[src/hdl/hpt_pkg.sv]
// Package with types, constants and helpers for the homogeneous point transform.
`default_nettype none
package hpt_pkg;

  localparam int unsigned NumPairs  = 8;
  localparam int unsigned CfgIdxW   = 4;
  localparam int unsigned HW        = 50;
  localparam int unsigned QW        = 32;
  localparam int unsigned FracW     = 16;
  localparam int unsigned QDepthDef = 4;

  localparam logic OP_COL = 1'b0;
  localparam logic OP_ROW = 1'b1;

  typedef struct packed {
    logic               op;
    logic signed [31:0] px;
    logic signed [31:0] py;
    logic signed [31:0] pz;
  } in_word_t;

  typedef struct packed {
    logic signed [31:0] qx;
    logic signed [31:0] qy;
    logic signed [31:0] qz;
    logic               w_zero;
  } out_word_t;

  typedef logic [63:0] pair_t;
  typedef pair_t [NumPairs-1:0] mat_t;

  localparam mat_t MatReset = {
    64'd65536, 64'd0, 64'd281474976710656, 64'd0,
    64'd0, 64'd65536, 64'd0, 64'd4294967296000
  };

  function automatic logic signed [31:0] elem(mat_t m, logic [1:0] r, logic [1:0] c);
    pair_t p;
    p = m[{r, c[1]}];
    return c[0] ? p[31:0] : p[63:32];
  endfunction

endpackage
`default_nettype wire

[src/hdl/hpt_fifo.sv]
// Input queue between the accepting front and the arithmetic back end.
`default_nettype none
module hpt_fifo
  import hpt_pkg::*;
#(
  parameter int unsigned Depth = QDepthDef
) (
  input  wire logic     clk_i,
  input  wire logic     rst_ni,
  input  wire logic     push_i,
  input  wire in_word_t data_i,
  input  wire logic     pop_i,
  output      in_word_t head_o,
  output      logic     full_o,
  output      logic     empty_o
);

  localparam int unsigned PtrW = (Depth > 1) ? $clog2(Depth) : 1;
  localparam int unsigned CntW = $clog2(Depth + 1);

  in_word_t            mem_q [Depth];
  logic     [PtrW-1:0] wr_q, wr_d, rd_q, rd_d;
  logic     [CntW-1:0] cnt_q, cnt_d;
  logic                do_push, do_pop;

  assign full_o  = (cnt_q == CntW'(Depth));
  assign empty_o = (cnt_q == '0);
  assign head_o  = mem_q[rd_q];
  assign do_push = push_i & ~full_o;
  assign do_pop  = pop_i & ~empty_o;

  always_comb begin
    wr_d  = wr_q;
    rd_d  = rd_q;
    cnt_d = cnt_q;
    if (do_push) begin
      wr_d = (wr_q == PtrW'(Depth - 1)) ? '0 : wr_q + PtrW'(1);
    end
    if (do_pop) begin
      rd_d = (rd_q == PtrW'(Depth - 1)) ? '0 : rd_q + PtrW'(1);
    end
    if (do_push && !do_pop) begin
      cnt_d = cnt_q + CntW'(1);
    end else if (!do_push && do_pop) begin
      cnt_d = cnt_q - CntW'(1);
    end
  end

  always_ff @(posedge clk_i or negedge rst_ni) begin
    if (!rst_ni) begin
      wr_q  <= '0;
      rd_q  <= '0;
      cnt_q <= '0;
    end else begin
      wr_q  <= wr_d;
      rd_q  <= rd_d;
      cnt_q <= cnt_d;
    end
  end

  always_ff @(posedge clk_i) begin
    if (do_push) begin
      mem_q[wr_q] <= data_i;
    end
  end

endmodule
`default_nettype wire

[config.mk]
export PLATFORM = sky130hd
export DESIGN_NAME = hpt_fifo
export DESIGN_NICKNAME = d
export VERILOG_FILES = /design/src/hdl/hpt_pkg.sv /design/src/hdl/hpt_fifo.sv
export SDC_FILE = /design/constraint.sdc
export NUM_CORES = 1
export LEC_CHECK = 0
export BUFFER_PORTS_ARGS = -buffer_cell sky130_fd_sc_hd__buf_2
export CORE_UTILIZATION = 40
export DETAILED_ROUTE_END_ITERATION = 16
export PLACE_DENSITY_LB_ADDON = 0.15
export SYNTH_ARGS = -nofsm -noshare
export SYNTH_HDL_FRONTEND = slang
export SYNTH_SLANG_ARGS = --single-unit
[constraint.sdc]
create_clock -name clk_i -period 6.61 [get_ports clk_i]
set_input_delay 0.3305 -clock clk_i [delete_from_list [all_inputs] [get_ports clk_i]]
set_output_delay 0.3305 -clock clk_i [all_outputs]
set_load 0.05 [all_outputs]
==> results of run 1 <==
==> state kept, by name (all words and copies together), names as in the netlist <==
name	cells
cnt_q	3
wr_q	2
mem_q	388
rd_q	2
==> Yosys cell counts <==
master and instances:
a21o_1 1, inv_1 3, ha_1 6, buf_6 1, edfxtp_1 388, nor3b_2 1, dfrtp_1 7, buf_12 1
nor2_1 3, mux4_2 97, mux2_2 4, o31ai_2 1, buf_8 1, xor2_1 2, and2_1 3, nand2_1 1
buf_2 6, xnor2_1 1, fa_1 1, nor2b_2 1, buf_4 7, clkbuf_1 6, nor3_1 2
==> worst max-delay path: stages, from the launching register on <==
cell and delay [ns]:
dfrtp_4 0.71, buf_4 0.78, mux4_2 0.65, buf_2 0.24
==> kinds of logic (layout without fill, tap and decap cells) <==
family                   count (synthesis)  count (layout)  share of synthesized area
adder cells (fa/ha/maj)                  7               7                    0.00659
flip-flops                             395             395                      0.820
other                                    0               2                          0
AND/OR/NAND/NOR                         11              11                    0.00451
AO/OA/AOI/OAI                            2               2                    0.00139
XOR/XNOR                                 3               3                    0.00182
buffers and inverters                   25             334                     0.0113
multiplexers                           101             101                      0.155
==> final cells by class <==
| cell class | instances | area share |
|---|---|---|
| diodes | 2 | 0.000282 |
| clock buffers | 61 | 0.0649 |
| clock inverters | 15 | 0.0111 |
| inverters | 3 | 0.000634 |
| multi-input cells | 124 | 0.138 |
| flip-flops and latches | 395 | 0.666 |
| well taps | 461 | 0.0325 |
| repair buffers | 255 | 0.0865 |
==> worst paths after layout <==
check                           slack (ns)                     end  depth (start not counted)
worst max-delay path                  3.33               head_o[0]                          3
worst min-delay path                  0.02  mem_q[3][25]$_DFFE_PP_                          1
worst max register to register        3.81  mem_q[2][22]$_DFFE_PP_                          4
worst min register to register        0.55    cnt_q[2]$_DFFE_PN0P_                          1
max in group asynchronous             6.23     rd_q[1]$_DFFE_PN0P_                          2
min in group asynchronous             0.18    cnt_q[2]$_DFFE_PN0P_                          2
==> routing by layer <==
| metal | GRT usage | share of wire |
|---|---|---|
| met1 | 0.193 | 0.41 |
| met2 | 0.270 | 0.52 |
| met3 | 0.0367 | 0.053 |
| met4 | 0.0476 | 0.022 |
| met5 | 0 | 0.00046 |
==> report_power, final <==
part / internal [mW] / switching [mW] / total, mW / leakage (nW)
clock: 1.40 / 0.902 / 2.31 / 0.656
combinational: 0.984 / 2.32 / 3.30 / 1.76
sequential: 3.31 / 0.222 / 3.53 / 3.63
==> stage by stage <==
step	hold WS [ns]	instance area [µm²]	std cells
floorplan	0.0349	14400	544
CTS	0.000211	17800	1314
global route	0.00161	17800	1316
detailed placement	0.182	15900	1190
global placement	0.182	15900	1190
finish	0.0217	17800	1316
==> layout by cell type (no fill, tap or decap) <==
| cell | count |
|---|---|
| o31ai_2 | 1 |
| diode_2 | 2 |
| dfrtp_1 | 5 |
| nor2b_2 | 1 |
| fa_1 | 1 |
| clkbuf_16 | 43 |
| and2_4 | 3 |
| a21o_1 | 1 |
| bufinv_16 | 5 |
| nor2_4 | 1 |
| clkinv_1 | 5 |
| clkbuf_1 | 17 |
| mux4_2 | 97 |
| inv_6 | 1 |
| buf_2 | 199 |
| nor3b_2 | 1 |
| xnor2_1 | 1 |
| inv_1 | 3 |
| dfrtp_4 | 2 |
| xor2_1 | 2 |
| nor2_1 | 2 |
| buf_4 | 8 |
| clkbuf_8 | 1 |
| nand2_1 | 1 |
| mux2_2 | 4 |
| nor3_1 | 2 |
| clkinv_2 | 4 |
| ha_1 | 6 |
| dlygate4sd3_1 | 48 |
| edfxtp_1 | 388 |
==> flow_summary.json, run 1 <==
{
  "status": "complete, no violations",
  "cts.htree.levels": 2,
  "cp_data_required_time_ns": 6.28,
  "rsz0062_at_grt": "no",
  "layout-drive-gt1-share": 0.435,
  "io_pins": 200,
  "multi_input_area_um2": 2450,
  "dieHeight_um": 192,
  "clock_sinks": 395,
  "dr.first_iter.drc_count": 313,
  "cap_violations": 0,
  "num_rows": 69,
  "fp.coreArea_um2": 35600,
  "cts_resized": 0,
  "dieArea_um2": 36800,
  "slew_viol_final": 0,
  "synth_top_area_share": 0.808,
  "slew_headroom": 0.291,
  "finalNetCount": 929,
  "antenna_found_initial": 3,
  "critPathLaunch": "rd_q[0]$_DFFE_PN0P_",
  "clock-skew-final_ns": 0.0201,
  "cts_root_buffer": "clkbuf_16",
  "vias_per_cell": 5.05,
  "hold_viol": 0,
  "cp-start-kind": "flip-flop",
  "ys_ff_latch": 395,
  "port-buffer-count": 199,
  "cts-buffers-inserted": 42,
  "worstHoldStart": "data_i[25]",
  "hpwl_mm": 16.7,
  "final-setup-viol-count": 0,
  "hp-class": "input pin to flip-flop",
  "power_density_nw_per_um2": 515,
  "grt_pass1_vias": 7304,
  "initial_utilization": 0.406,
  "pre_cts_ws_ns": 3.73,
  "tightest_slew_ns": 1.06,
  "fmax_mhz": 305,
  "syn_avg_cell_area_um2": 26.5,
  "post-route-min-period_ns": 3.28,
  "irDropWorstVdd_mv": 0.287,
  "synth_nets": 652,
  "grt_max_degree": 68,
  "cts_buffer_depth": 3,
  "ys_seq_area_frac": 0.820,
  "die_w_um": 192,
  "synth.area.top_cells": "edfxtp_1 (81%), mux4_2 (15%), dfrtp_1 (1.2%), ha_1 (0.52%), buf_4 (0.36%)",
  "ant_nets": 0,
  "p_leak_nw": 6.05,
  "r2r-start": "cnt_q[2]$_DFFE_PN0P_",
  "grtUsageTotal": 0.156,
  "final_core_util": 0.499,
  "power_mw": 9.14,
  "insertion_delay_ns": 0.53,
  "syn-cell-area_um2": 14400,
  "post-route-period-util": 0.496,
  "gp_congestion": 0.680,
  "fill_cells": 2891,
  "end_kind": "output port",
  "syn_inst": 544,
  "wirelength_mm": 28.2,
  "grt_pass1_wl_mm": 42.4,
  "critPathKind": "flip-flop to output port",
  "synthToLayoutAreaGrowth_pct": 23.2,
  "vias": 6642,
  "seqCellArea_um2": 11800,
  "cts_tree": "built",
  "post_cts_buffers": 0,
  "ys_types": 23,
  "grt_remaining_overflow": 0,
  "yosys.area.top_type": "edfxtp_1",
  "drcViolationCount": 0,
  "clk_pin_slew_ns": 0.06,
  "drt-wirelength-per-cell_um": 21.4,
  "setup_ws_ns": 3.33,
  "worst-endpoint-arrival_ns": 2.95,
  "cp_max_fo": 45,
  "tns_ns": 0,
  "hold_buffers": 48,
  "synth_warnings": 0,
  "first_pass_iters": 6
}
Note: power is estimated with default switching activity, not from simulation.
==> run 2, diff against run 1 <==
--- a/config.mk
+++ b/config.mk
@@ -5,6 +5,7 @@
 export SDC_FILE = /design/constraint.sdc
 export NUM_CORES = 1
 export LEC_CHECK = 0
+export ABC_AREA = 1
 export BUFFER_PORTS_ARGS = -buffer_cell sky130_fd_sc_hd__buf_2
 export CORE_UTILIZATION = 40
 export DETAILED_ROUTE_END_ITERATION = 16
==> constraint.sdc (replaced) <==
create_clock -name clk_i -period 3.1 [get_ports clk_i]
set_input_delay 0.155 -clock clk_i [delete_from_list [all_inputs] [get_ports clk_i]]
set_output_delay 0.155 -clock clk_i [all_outputs]
set_load 0.05 [all_outputs]
==> run 2 against run 1 <==
Compared with the run above:
- clock-buffer cell count shrank 8
- wire length increased by 16%
- clock skew shrank 0.011 ns
==> flow_summary.json, run 2 <==
{
  "status": "complete, no violations",
  "top_register": "mem_q",
  "cap_violations": 0,
  "slew_headroom": 0.603,
  "dieHeight_um": 200,
  "rsz0062_at_grt": "no",
  "initial_utilization": 0.406,
  "critPathKind": "flip-flop to output port",
  "ant_nets": 0,
  "power_frac_seq": 0.351,
  "wirelength_mm": 32.8,
  "p_leak_nw": 7.80,
  "setup_ws_ns": 0.564,
  "cp-start-kind": "flip-flop",
  "clock_sinks": 395,
  "ys_ff_latch": 395,
  "yosysMostFrequentCell": "edfxtp_1",
  "fmax_mhz": 394,
  "clock-skew-final_ns": 0.00955,
  "synth_warnings": 0,
  "ys_seq_area_frac": 0.753,
  "final-setup-viol-count": 0,
  "hold_viol": 0,
  "largest_reg_flops": 388,
  "cp_cell_sequence": "buf_12 -> o211ai_1 -> nand2_1 -> buf_2",
  "p_int_mw": 11.9,
  "p_clk_frac": 0.231,
  "fp.coreArea_um2": 38600,
  "gp_congestion": 0.714,
  "diodes": 0,
  "cp_data_required_time_ns": 2.94,
  "finalNetCount": 1601,
  "grt_remaining_overflow": 0,
  "power_switching_share": 0.431,
  "ys_async_sr_fraction": 0.0177,
  "synthToLayoutAreaGrowth_pct": 25.5,
  "cts_buffer_depth": 3,
  "synth_top_area_share": 0.742,
  "max_stage_delay_ns": 0.71,
  "synth-edff-count": 388,
  "syn_inst": 1192,
  "antenna_found_initial": 1,
  "post-route-period-util": 0.818,
  "slew_viol_final": 0,
  "grt_max_degree": 130,
  "syn-cell-area_um2": 15700,
  "cp_max_fo": 129,
  "synth.area.top_cells": "edfxtp_1 (74%), o211ai_1 (9.3%), nand2_1 (7.3%), inv_1 (5.0%), buf_2 (1.2%)",
  "ys.flop_type": "edfxtp_1",
  "final_common_cell": "edfxtp_1",
  "syn_avg_cell_area_um2": 13.2,
  "vias": 9483,
  "power_density_nw_per_um2": 1060,
  "vias_per_cell": 4.64,
  "hpwl_mm": 18.4,
  "cts_tree": "built",
  "num_rows": 72,
  "drcViolationCount": 0,
  "dr.first_iter.drc_count": 415,
  "synth_common_cells": "edfxtp_1 (388), nand2_1 (306), inv_1 (209)",
  "pwr-share-comb": 0.418,
  "post-route-min-period_ns": 2.54,
  "grtUsageTotal": 0.168,
  "power_mw": 21.0,
  "cts-buffers-inserted": 44,
  "port-buffer-count": 199,
  "layout-drive-gt1-share": 0.184,
  "synth_nets": 1300,
  "yosys.area.top_type": "edfxtp_1",
  "cts.htree.levels": 2,
  "hp-class": "input pin to flip-flop",
  "dieArea_um2": 40100,
  "insertion_delay_ns": 0.55,
  "tightest_slew_ns": 0.595,
  "power.switching_mw": 9.05,
  "die_w_um": 200,
  "grt_pass1_wl_mm": 52.2,
  "ys_types": 18,
  "reg_top3": "mem_q (388), cnt_q (3)",
  "cts_resized": 0,
  "end_kind": "output port",
  "drt-wirelength-per-cell_um": 16.0,
  "cts_root_buffer": "clkbuf_16",
  "worst-endpoint-arrival_ns": 2.38,
  "grt_pass1_vias": 9596,
  "pre_cts_ws_ns": 0.925,
  "clk_pin_slew_ns": 0.06,
  "final_cell_mix": "edfxtp_1 (388), nand2_1 (306), inv_1 (209)",
  "first_pass_iters": 5,
  "cpMaxStageDelayCell": "dfrtp_4",
  "io_pins": 200,
  "irDropWorstVdd_mv": 0.728
}
run 2: power by group through the flow:
stage                     sequential (mW)  combinational, mW  clock [mW]
after floorplan                      7.37               6.64           0
after global placement               7.47               8.78           0
after detailed placement             7.49               8.82           0
after CTS                            7.39               8.94        5.00
after global routing                 7.47               9.48        5.19
final                                7.37               8.76        4.85
run 2: per-stage QoR:
stage               area, µm²  setup TNS [ns]  utilization  hold slack, ns  std cells
floorplan               15700         -244.21            -          -0.141       1192
global placement        17400               0        0.449        -0.00320       1864
detailed placement      17400               0        0.449        -0.00407       1864
CTS                     19700               0        0.510           0.306       2043
global route            19700               0        0.510           0.330       2043
finish                  19700               0        0.510           0.347       2043
run 2: worst max-delay path, delay by kind of cell, from the launching register on:
kind            cells  cell delay [ns]
simple gates        1             0.13
compound gates      1             0.19
buf+inv             2             0.73
flops               1             0.71
run 2: final timing paths:
path	start	endpoint	slack [ns]	cells past startpoint
setup / recovery	rd_q[0]$_DFFE_PN0P_	head_o[35]	0.56	4
min in group asynchronous	rst_ni	cnt_q[1]$_DFFE_PN0P_	0.55	3
hold / removal	data_i[48]	mem_q[3][48]$_DFFE_PP_	0.35	2
setup reg to reg	cnt_q[0]$_DFFE_PN0P_	mem_q[2][21]$_DFFE_PP_	0.95	5
hold reg to reg	cnt_q[2]$_DFFE_PN0P_	cnt_q[2]$_DFFE_PN0P_	0.50	2
max in group asynchronous	rst_ni	rd_q[1]$_DFFE_PN0P_	2.29	3
run 2: per-layer routing:
layer  up-vias  track usage  wire length (µm)
li1       4753            -                 -
met1      4477        0.208             14300
met2       189        0.286             16000
met3        62       0.0366              1590
met4         2       0.0637               838
met5         -            0                11
run 2: cell type report:
cell class	count	area, µm²
fillers	3371	18900
flip-flops and latches	395	11800
multi-input cells	523	2810
repair buffers	319	2290
clock buffers	53	1160
inverters	210	791
well taps	518	648
clock inverters	25	184
run 2: what timing repair did:
item                      CTS  global route
buffers inserted            0             0
hold buffers              101             0
hold endpoints to repair  399             0
run 2: logic make-up (layout without fill, tap and decap cells):
group | count (synthesis) | after routing | share of synthesized area
buffers and inverters | 274 | 607 | 0.0700
DFF | 395 | 395 | 0.753
xor gates and xnor gates | 1 | 1 | 0.000558
and+or+nand+nor | 320 | 320 | 0.0772
adders and majority gates | 7 | 7 | 0.00606
AOI/OAI and AO/OA | 195 | 195 | 0.0931
==> run 3, diff against run 2 <==
--- a/config.mk
+++ b/config.mk
@@ -5,7 +5,7 @@
 export SDC_FILE = /design/constraint.sdc
 export NUM_CORES = 1
 export LEC_CHECK = 0
-export ABC_AREA = 1
+export ABC_AREA = 0
 export BUFFER_PORTS_ARGS = -buffer_cell sky130_fd_sc_hd__buf_2
 export CORE_UTILIZATION = 40
 export DETAILED_ROUTE_END_ITERATION = 16
==> constraint.sdc (replaced) <==
create_clock -name clk_i -period 2.3 [get_ports clk_i]
set_input_delay 0.115 -clock clk_i [delete_from_list [all_inputs] [get_ports clk_i]]
set_output_delay 0.115 -clock clk_i [all_outputs]
set_load 0.05 [all_outputs]
==> run 3 against run 2 <==
Compared with the run above:
- sequential power is 35% higher
- sequential share of layout area up 2.1 points
- cell count is 32% lower
- clock skew rose by 0.0048 ns
- total power rose by 33%
- hold slack lost 0.31 ns
- global-route usage decreased by 0.58 points
- largest cell class unchanged
- highest routed layer is now met4
- combinational power increased by 30%
- clock-buffer cell count grew 4
- critical path type unchanged
==> flow_summary.json, run 3 (same netlist as run 1, synthesis figures left out) <==
{
  "cts_tree": "built",
  "irDropWorstVdd_mv": 0.734,
  "clock-skew-final_ns": 0.0144,
  "cts_root_buffer": "clkbuf_16",
  "ant_nets": 0,
  "drt-wirelength-per-cell_um": 21.4,
  "die_w_um": 192,
  "max_stage_delay_ns": 0.58,
  "end_kind": "output port",
  "cts-buffers-inserted": 42,
  "dieArea_um2": 36800,
  "stdcell_area_um2": 19000,
  "place_inst": 1204,
  "grt_pass1_wl_mm": 43.9,
  "cap_violations": 0,
  "status": "complete, no violations",
  "cts.htree.levels": 2,
  "largest_reg_flops": 388,
  "cts_buffer_depth": 3,
  "instances_no_fill": 1391,
  "grt_pass1_vias": 7606,
  "clk_pin_slew_ns": 0.06,
  "cpMaxStageDelayCell": "mux4_2",
  "fmax_mhz": 454,
  "wirelength_mm": 29.7,
  "use_met2": 0.285,
  "dieHeight_um": 192,
  "tns_ns": 0,
  "insertion_delay_ns": 0.53,
  "power_density_nw_per_um2": 1460,
  "gp_congestion": 0.693,
  "vias_per_cell": 4.95,
  "cp_data_required_time_ns": 2.18,
  "synthToLayoutAreaGrowth_pct": 32.0,
  "hp-class": "input pin to flip-flop",
  "top_register": "mem_q",
  "slew_viol_final": 0,
  "power_mw": 27.8,
  "vias": 6886,
  "cp-start-kind": "flip-flop",
  "clock_sinks": 395,
  "cp_cell_sequence": "buf_4 -> buf_16 -> mux4_2 -> buf_6",
  "rsz0062_at_grt": "no",
  "layout-drive-gt1-share": 0.431,
  "cp_max_fo": 22,
  "place_area_um2": 16300,
  "grt_remaining_overflow": 0,
  "hpwl_mm": 17.1,
  "finalNetCount": 1003,
  "first_pass_iters": 4,
  "initial_utilization": 0.406,
  "worst-endpoint-arrival_ns": 2.09,
  "use_met1": 0.198,
  "final_common_cell": "edfxtp_1",
  "post-route-min-period_ns": 2.21,
  "reg_top3": "mem_q (388), cnt_q (3)",
  "tightest_slew_ns": 0.574,
  "p_leak_nw": 6.58,
  "num_rows": 69,
  "final-setup-viol-count": 0,
  "busiest_layer": "met2",
  "fp.coreArea_um2": 35600,
  "dr.first_iter.drc_count": 355,
  "post-route-period-util": 0.959,
  "hold_viol": 0,
  "critPathKind": "flip-flop to output port",
  "io_pins": 200,
  "grt_use_met3": 0.0353,
  "final_cell_mix": "edfxtp_1 (388), buf_2 (156), dlygate4sd3_1 (99)",
  "grtUsageTotal": 0.162,
  "grt_max_degree": 50,
  "slew_headroom": 0.616,
  "antenna_found_initial": 2,
  "drcViolationCount": 0,
  "port-buffer-count": 199
}
## run 3: cell type report
| cell class | count | area, µm² |
|---|---|---|
| Inverter | 3 | 11.3 |
| Clock buffer | 57 | 1160 |
| Sequential cell | 395 | 11800 |
| Antenna cell | 2 | 5.00 |
| Clock inverter | 20 | 180 |
| Timing Repair Buffer | 329 | 2820 |
| Multi-Input combinational cell | 124 | 2460 |
| Tap cell | 461 | 577 |
| Fill cell | 2785 | 16500 |
## run 3: final timing paths
check	from	endpoint	slack, ns	cells after the start
max	rd_q[0]$_DFFE_PN0P_	head_o[73]	0.09	4
min in group asynchronous	rst_ni	cnt_q[2]$_DFFE_PN0P_	0.55	3
min	pop_i	rd_q[0]$_DFFE_PN0P_	0.04	4
min reg2reg	cnt_q[2]$_DFFE_PN0P_	cnt_q[2]$_DFFE_PN0P_	0.55	1
max in group asynchronous	rst_ni	rd_q[1]$_DFFE_PN0P_	1.46	3
max reg2reg	cnt_q[0]$_DFFE_PN0P_	cnt_q[2]$_DFFE_PN0P_	0.23	7
## run 3: what timing repair did
| action | 4_1_cts | 5_1_grt |
|---|---|---|
| resized for setup | 88 | 1 |
| pin swaps | 0 | 0 |
| endpoints found under the hold margin | 395 | 0 |
| hold buffers | 99 | 0 |
| setup endpoints to repair | 86 | 90 |
| buffers inserted | 1 | 4 |
| gates cloned | 1 | 3 |
## run 3: per-stage QoR
stage | utilization | hold slack, ns | worst slack (ns)
finish | 0.535 | 0.0352 | 0.0950
global route | 0.535 | 0.0309 | 0.0130
CTS | 0.532 | 0.000167 | -0.0858
detailed placement | 0.457 | -0.0348 | 0.205
global placement | 0.457 | -0.0445 | 0.382
floorplan | - | -0.181 | -0.239
## run 3: critical path: cells and delay by family, from the launching register on
family	cells	cell delay, ns
muxes	1	0.58
buffers and inverters	3	0.53
DFF	1	0.44
## run 3: power breakdown
group          switching, mW  internal [mW]  total (mW)
logic                   7.30           4.14        11.4
clock network           2.58           3.87        6.45
registers              0.438           9.49        9.93
## run 3: metal layers
metal  vias to the layer above  routed length (µm)
met1                      3599               11900
met5                         -                   0
met2                       170               15800
li1                       3073                   -
met4                         0                 597
met3                        44                1420
